**src/design/shfs_pkg.sv**
```systemverilog
// ----------------------------------------------------------------------------
// shfs_pkg
// Shared types and constants for the stepper half/full step controller.
// ----------------------------------------------------------------------------
package shfs_pkg;

  // Register indexes on the configuration port
  localparam logic [2:0] REG_SAMPLE_PERIOD = 3'd0;
  localparam logic [2:0] REG_PERIOD_NONE   = 3'd1;
  localparam logic [2:0] REG_PERIOD_FIRST  = 3'd2;
  localparam logic [2:0] REG_PERIOD_SECOND = 3'd3;
  localparam logic [2:0] REG_PERIOD_BOTH   = 3'd4;

  // Register reset values
  localparam logic [15:0] RST_SAMPLE_PERIOD = 16'd100;
  localparam logic [15:0] RST_PERIOD_NONE   = 16'd20;
  localparam logic [15:0] RST_PERIOD_FIRST  = 16'd40;
  localparam logic [15:0] RST_PERIOD_SECOND = 16'd30;
  localparam logic [15:0] RST_PERIOD_BOTH   = 16'd24;

  // Button combinations
  localparam logic [1:0] BTN_NONE   = 2'd0;
  localparam logic [1:0] BTN_FIRST  = 2'd1;
  localparam logic [1:0] BTN_SECOND = 2'd2;
  localparam logic [1:0] BTN_BOTH   = 2'd3;

  // One result item
  typedef struct packed {
    logic [3:0] coil_code;
    logic       stepped;
    logic [1:0] led_select;
    logic       sampled;
  } result_t;

  // Coil drive pattern for each of the eight phase positions
  function automatic logic [3:0] coil_lookup(input logic [2:0] ph);
    logic [3:0] code;
    case (ph)
      3'd0:    code = 4'hA;
      3'd1:    code = 4'h8;
      3'd2:    code = 4'h9;
      3'd3:    code = 4'h1;
      3'd4:    code = 4'h5;
      3'd5:    code = 4'h4;
      3'd6:    code = 4'h6;
      3'd7:    code = 4'h2;
      default: code = 4'hA;
    endcase
    return code;
  endfunction

endpackage

```
**src/design/stepper_half_full_step_controller_core.sv**
```systemverilog
// ----------------------------------------------------------------------------
// stepper_half_full_step_controller_core
// Half/full step phase sequencer for a unipolar stepper, one tick per item.
// ----------------------------------------------------------------------------
// Each transfer on the input channel is one tick carrying the two button
// levels; each tick yields exactly one result with the coil code, a step
// flag, the mode LED selection and a sample flag. A tick is processed in the
// cycle it is accepted: the counters decrement, button decode and phase
// update are a single pass of logic into the output register, so one tick per
// cycle is sustained while the output is not stalled. A skid register behind
// the output register lets one more tick in while a result is stalled; input
// stall rises only once both are full. Period registers are written through
// the configuration port and take effect at the next reload or decode.
module stepper_half_full_step_controller_core (
  input  logic        clk,
  input  logic        rst,
  // input channel
  input  logic        in_valid,
  output logic        in_stall,
  input  logic [1:0]  buttons,
  // output channel
  output logic        out_valid,
  input  logic        out_stall,
  output logic [3:0]  coil_code,
  output logic        stepped,
  output logic [1:0]  led_select,
  output logic        sampled,
  // configuration write port
  input  logic        cfg_we,
  input  logic [2:0]  cfg_index,
  input  logic [15:0] cfg_data
);

  // Configuration registers
  logic [15:0] sample_period;
  logic [15:0] period_none;
  logic [15:0] period_first;
  logic [15:0] period_second;
  logic [15:0] period_both;

  // Sequencer state
  logic [2:0]  phase;
  logic        counter_clockwise;
  logic        half_mode;
  logic [15:0] step_period;
  logic [15:0] sample_count;
  logic [15:0] step_count;
  logic [1:0]  led_state;

  // Next state
  logic [2:0]  phase_next;
  logic        counter_clockwise_next;
  logic        half_mode_next;
  logic [15:0] step_period_next;
  logic [15:0] sample_count_next;
  logic [15:0] step_count_next;
  logic [1:0]  led_state_next;

  logic [15:0] sample_dec;
  logic [15:0] step_dec;
  logic        do_sample;
  logic        do_step;
  logic [15:0] period_sel;
  logic [2:0]  amount;

  shfs_pkg::result_t result;
  shfs_pkg::result_t out_reg;
  shfs_pkg::result_t skid;
  logic              skid_valid;
  logic              in_take;
  logic              out_take;

  // Handshake
  assign in_stall = skid_valid;
  assign in_take  = in_valid && !skid_valid;
  assign out_take = out_valid && !out_stall;

  // Write configuration registers; indexes past the list are dropped
  always_ff @(posedge clk) begin
    if (rst) begin
      sample_period <= shfs_pkg::RST_SAMPLE_PERIOD;
      period_none   <= shfs_pkg::RST_PERIOD_NONE;
      period_first  <= shfs_pkg::RST_PERIOD_FIRST;
      period_second <= shfs_pkg::RST_PERIOD_SECOND;
      period_both   <= shfs_pkg::RST_PERIOD_BOTH;
    end else if (cfg_we) begin
      case (cfg_index)
        shfs_pkg::REG_SAMPLE_PERIOD: sample_period <= cfg_data;
        shfs_pkg::REG_PERIOD_NONE:   period_none   <= cfg_data;
        shfs_pkg::REG_PERIOD_FIRST:  period_first  <= cfg_data;
        shfs_pkg::REG_PERIOD_SECOND: period_second <= cfg_data;
        shfs_pkg::REG_PERIOD_BOTH:   period_both   <= cfg_data;
        default: ;
      endcase
    end
  end

  // Select the step period for the sampled buttons
  always_comb begin
    case (buttons)
      shfs_pkg::BTN_NONE:   period_sel = period_none;
      shfs_pkg::BTN_FIRST:  period_sel = period_first;
      shfs_pkg::BTN_SECOND: period_sel = period_second;
      shfs_pkg::BTN_BOTH:   period_sel = period_both;
      default:              period_sel = period_none;
    endcase
  end

  // Process one tick: decrement counters, decode buttons, advance phase
  always_comb begin
    sample_dec = sample_count - 16'd1;
    step_dec   = step_count - 16'd1;
    do_sample  = (sample_dec == 16'd0);
    do_step    = (step_dec == 16'd0);

    counter_clockwise_next = counter_clockwise;
    half_mode_next         = half_mode;
    step_period_next       = step_period;
    led_state_next         = led_state;
    sample_count_next      = sample_dec;
    if (do_sample) begin
      counter_clockwise_next = buttons[1];
      half_mode_next         = !buttons[0];
      step_period_next       = period_sel;
      led_state_next         = buttons;
      sample_count_next      = sample_period;
    end

    amount          = half_mode_next ? 3'd1 : 3'd2;
    phase_next      = phase;
    step_count_next = step_dec;
    if (do_step) begin
      phase_next      = counter_clockwise_next ? (phase - amount) : (phase + amount);
      step_count_next = step_period_next;
    end

    result.coil_code  = shfs_pkg::coil_lookup(phase_next);
    result.stepped    = do_step;
    result.led_select = led_state_next;
    result.sampled    = do_sample;
  end

  // Update state on each input transfer
  always_ff @(posedge clk) begin
    if (rst) begin
      phase             <= 3'd0;
      counter_clockwise <= 1'b0;
      half_mode         <= 1'b1;
      step_period       <= shfs_pkg::RST_PERIOD_NONE;
      sample_count      <= shfs_pkg::RST_SAMPLE_PERIOD;
      step_count        <= shfs_pkg::RST_PERIOD_NONE;
      led_state         <= 2'd0;
    end else if (in_take) begin
      phase             <= phase_next;
      counter_clockwise <= counter_clockwise_next;
      half_mode         <= half_mode_next;
      step_period       <= step_period_next;
      sample_count      <= sample_count_next;
      step_count        <= step_count_next;
      led_state         <= led_state_next;
    end
  end

  // Output register with skid stage
  always_ff @(posedge clk) begin
    if (rst) begin
      out_valid  <= 1'b0;
      skid_valid <= 1'b0;
    end else if (out_take || !out_valid) begin
      if (skid_valid) begin
        out_valid  <= 1'b1;
        skid_valid <= 1'b0;
      end else begin
        out_valid <= in_take;
      end
    end else if (in_take) begin
      skid_valid <= 1'b1;
    end
  end

  // Move payload; hold while stalled
  always_ff @(posedge clk) begin
    if (out_take || !out_valid) begin
      if (skid_valid) begin
        out_reg <= skid;
      end else if (in_take) begin
        out_reg <= result;
      end
    end else if (in_take) begin
      skid <= result;
    end
  end

  assign coil_code  = out_reg.coil_code;
  assign stepped    = out_reg.stepped;
  assign led_select = out_reg.led_select;
  assign sampled    = out_reg.sampled;

endmodule
```
**config.mk**
```make
export PLATFORM = sky130hd
export DESIGN_NAME = stepper_half_full_step_controller_core
export DESIGN_NICKNAME = d
export VERILOG_FILES = /design/src/design/shfs_pkg.sv /design/src/design/stepper_half_full_step_controller_core.sv
export SDC_FILE = /design/constraint.sdc
export NUM_CORES = 1
export LEC_CHECK = 0
export ABC_AREA = 1
export ABC_CLOCK_PERIOD_IN_PS = 4300
export BUFFER_PORTS_ARGS = -buffer_cell sky130_fd_sc_hd__buf_2
export CORE_MARGIN = 4
export CORE_UTILIZATION = 40
export DETAILED_ROUTE_END_ITERATION = 8
export SYNTH_ARGS = -nofsm -noshare
export SYNTH_HDL_FRONTEND = slang
export SYNTH_SLANG_ARGS = --single-unit
```
**constraint.sdc**
```tcl
create_clock -name clk -period 4.3 [get_ports clk]
set_input_delay 0.215 -clock clk [delete_from_list [all_inputs] [get_ports clk]]
set_output_delay 0.215 -clock clk [all_outputs]
set_load 0.01 [all_outputs]
```
==> reports/qor_table.md <==
| Group | Metric | Reported |
|---|---|---|
| sta | Number of slew-limit violations in the final report | 0 |
| routing | Remaining antenna violation count after routing | 0 |
| floorplan | Number of rows in the core area | 50 |
| pwr | Leakage power summed over all cells | 3.78 nW |
| routing | Total detailed-routing wirelength | 20500 um |
| layout | Proportion of layout cells with a drive suffix above 1 | 15.6% |
| placed design | Port Buffer Count | 35 |
| clock network | Cts repair resizes | 0 |
| yosys | Most common flop cell mapped by yosys | dfxtp_1 |
| clock network | Number of H-tree branching levels | 4 |
| clock network | Clock tree buffer depth | 2 |
| sta | Final setup violation count | 0 |
| placed design | Routability-driven placement congestion ratio | 0.865 |
| global routing | Vias in the first global route | 6493 |
| floorplan | Die Footprint | 21800 um^2 |
| clock network | TritonCTS clock tree | done |
| pwr | Sw Pwr | 0.998 mW |
| sta | Period minus WS final | 3.64 ns |
| setup path | Launching element type of the critical path | flip-flop |
| yosys | Cell types occupying the most area after synthesis | dfxtp_1 35%, nand2_1 9.8%, nor2_1 8.3% |
| placed design | Detail Placement HPWL | 14000 um |
| sta | Fmax | 0.275 GHz |
| global routing | Antenna violations before repair | 0 |
| sta | Clock Skews | 0.00887 ns |
| routing | Number of optimization iterations in the first detailed-route pass | 7 |
| yosys | Portion of the post-synthesis area used by sequential elements | 41.3% |
| floorplan | Std-Cell Core Area | 19000 um^2 |
| floorplan | Initial cell density of the core | 41.1% |
| layout | Final instance area | 8770 um^2 |
| clock network | Number of post-CTS setup repair buffers | 0 |
| clock network | Number of buffers created by CTS | 17 |
| run | Max-cap violations | 0 |
| yosys | Yosys reg bits | 153 |
| routing | Vias per cell | 5.07 |
| setup path | Critical Setup Path Class | flip-flop to flip-flop |
| outcome | Outcome | finished clean |
| sta | Total negative slack for setup checks | 0 ns |
| layout | Synth-to-layout area growth | 12.4% |
| placed design | Post-Place Cell Area | 8160 um^2 |
| pwr | P_int | 2.59 mW |
| pwr | Combinational cell fraction of total power | 12.4% |
| yosys | Number of standard cells after synthesis | 1081 |
| routing | DRT iter0 DRCs | 404 |
| pwr | Switching part of the total | 27.9% |
| yosys | Nets in the synthesized netlist | 1113 |
| yosys | Syn Std Cell Area | 7800 um^2 |
| worst hold path | Worst Hold Class | input port to flip-flop |
| setup path | Data arrival time of the critical path | 3.82 ns |
| yosys | Number of enable-type register cells in the synthesized netlist | 16 |
| setup path | Critical Path End Type | flip-flop |
| layout | Number of inserted diodes | 0 |
| floorplan | Chip width | 148 um |
| layout | # fillers | 1950 |
| clock network | CTS Root Buffer Type | clkbuf_16 |
| floorplan | Y dimension of the die | 148 um |
| layout | Total area of multi-input combinational cells | 3900 um^2 |
| clock network | Number of sinks driven by the clock tree | 153 |
| routing | Count of unresolved DRC violations after routing | 0 |
| sta | Share of the cycle needed by the critical path after routing | 84.6% |
| yosys | Cell accounting for the most synthesized area | dfxtp_1 |
| layout | Seq. cell area | 3220 um^2 |
| setup path | Register-to-Register Path Depth | 22 |
| global routing | Maximum number of pins on one net before global-route repair | 63 |
| floorplan | Number of top-level design ports | 36 |
| yosys | Total of warnings raised by yosys | 0 |
| global routing | First-pass GRT wire length | 33300 um |
| pwr | Clk pwr share | 44.2% |
| global routing | Total track usage | 19.0% |
| sta | Max_slew headroom | 33.8% |
| pwr | Worst IR Drop VDD | 284 uV |
| global routing | Overall overflow remaining after global route | 0 |
| sta | Count of final hold-check violations | 0 |
| clock network | Clock slew seen by the registers of the worst setup and hold paths | 0.07 ns |
| worst hold path | Count of cells along the worst hold path | 3 |
| setup path | Max FO, Critical Path | 24 |
| routing | Routed wirelength normalized by instance count | 14.9 um |
| setup path | Req. time, crit path | 4.49 ns |
| routing | Via count of the routed design | 6956 |
| yosys | Asr flop ratio synth | 0% |
| yosys | Syn avg cell area | 7.21 um^2 |
| sta | Worst Max-Slew Pin Slew | 0.991 ns |
| clock network | Clock latency of the later-clocked register in the worst-skew pair | 0.43 ns |
| pwr | Fraction of power consumed by sequential logic | 43.4% |
| pwr | Power per standard cell area | 409 nW/um^2 |
| sta | Setup repair after global routing missed its margin | no |
| yosys | Count of cell types in the netlist | 50 |
| layout | Net count reported at finish | 1132 |
| clock network | Hold buffers post-CTS | 0 |
| yosys | Yosys top cell area share | 35.2% |
Yosys cell counts, types with 5 or more instances:
cell and count:
nand2_1 204, nor2_1 173, dfxtp_1 137, o21ai_0 109
inv_1 104, a21oi_1 67, nand3_1 40, clkbuf_1 35
nand2_2 25, o21ai_2 18, nor2_2 17, edfxtp_1 16
o21ai_1 14, a31oi_1 11, o2111ai_1 10, nand4_1 9
a221oi_1 6, buf_2 6, inv_2 6, nand3_2 6
nor3_1 6, xor2_1 6, ha_1 5, nand2_4 5
nor2_4 5
area by class of cell:
| class | instances | share of cell area (%) |
|---|---|---|
| multi-input cells | 766 | 44.5 |
| flip-flops and latches | 153 | 36.8 |
| inverters | 116 | 5.12 |
| clock buffers | 17 | 4.85 |
| well taps | 260 | 3.71 |
| repair buffers | 46 | 2.94 |
| clock inverters | 15 | 2.11 |
kinds of logic (layout without fill, tap and decap cells):
group | after synthesis | after routing | share of synthesized area [%]
AOI/OAI and AO/OA | 244 | 244 | 18.1
xor gates and xnor gates | 11 | 11 | 1.33
adders and majority gates | 6 | 6 | 1.06
buffers and inverters | 162 | 194 | 8.68
DFF | 153 | 153 | 41.3
and+or+nand+nor | 505 | 505 | 29.5
state kept, by name, summed over array words and instances (netlist names):
register / cells
stepped: 1
coil_code: 4
period_first: 16
period_none: 16
out_valid: 1
counter_clockwise: 1
step_count: 16
in_stall: 1
led_state: 2
sampled: 1
led_select: 2
sample_period: 16
period_second: 16
step_period: 16
sample_count: 16
period_both: 16
phase: 3
half_mode: 1
skid: 8
power by group through the flow:
stage          registers (mW)  clock network, mW  logic [mW]
2_1_floorplan            1.58                  0       0.324
3_3_place_gp             1.59                  0       0.441
3_5_place_dp             1.59                  0       0.441
4_1_cts                  1.55               1.61       0.444
5_1_grt                  1.56               1.67       0.503
6_report                 1.56               1.58       0.443
placed cells by master, fill, tap and decap left out, types with 3 or more instances in the layout:
master,count
nand2_1,204
nor2_1,172
dfxtp_1,137
o21ai_0,109
inv_1,104
a21oi_1,67
nand3_1,40
buf_2,35
nand2_2,25
nor2_2,18
o21ai_2,18
clkbuf_16,17
edfxtp_1,16
o21ai_1,14
a31oi_1,11
buf_4,11
o2111ai_1,10
nand4_1,9
inv_2,7
nand3_2,6
nor3_1,6
xor2_1,6
a221oi_1,6
nor2_4,5
nand2_4,5
clkinv_2,5
ha_1,5
inv_6,5
xnor2_1,4
nand3b_1,4
clkinv_1,3
a221oi_2,3
bufinv_16,3
layer usage:
| metal | GRT usage (%) | up-vias | wire [um] |
|---|---|---|---|
| li1 | - | 3568 | - |
| met1 | 26.2 | 3195 | 9920 |
| met4 | 5.17 | 0 | 291 |
| met3 | 3.92 | 27 | 970 |
| met5 | 0 | - | 0 |
| met2 | 30.4 | 166 | 9310 |
worst max-delay path: stages, from the launching register on:
cell and delay (ns):
dfxtp_1 0.33, inv_1 0.16, ha_1 0.31, nand2_4 0.14
o21ai_2 0.14, nand2_1 0.10, nor2_1 0.13, nand2_1 0.06
nor2_1 0.13, nand3_2 0.19, inv_12 0.19, nand2_2 0.09
o21ai_2 0.07, inv_1 0.08, ha_1 0.19, fa_1 0.42
inv_1 0.09, nand3_2 0.11, nand3_2 0.11, nand2_4 0.07
nand2_4 0.09, nand2_1 0.07, and2_1 0.13
path summary, 6_finish.rpt:
kind | startpoint | endpoint | slack (ns)
setup reg to reg | sample_count[0] | skid[4] | 0.66
hold reg to reg | period_second[13] | period_second[13] | 0.45
hold / removal | in_valid | out_valid | 0.07
setup / recovery | sample_count[0] | skid[4] | 0.66
through the flow:
stage	hold slack [ns]	worst slack [ns]	cells	total power, mW	util, %
after floorplan	0.341	0.917	1081	1.90	-
after global placement	0.438	0.773	1341	2.03	43.0
after detailed placement	0.445	0.689	1341	2.03	43.0
after CTS	0.0508	0.669	1373	3.61	46.3
after global routing	0.0515	0.349	1373	3.74	46.3
final	0.0691	0.663	1373	3.58	46.3
Power figures use the tool's default switching activity.
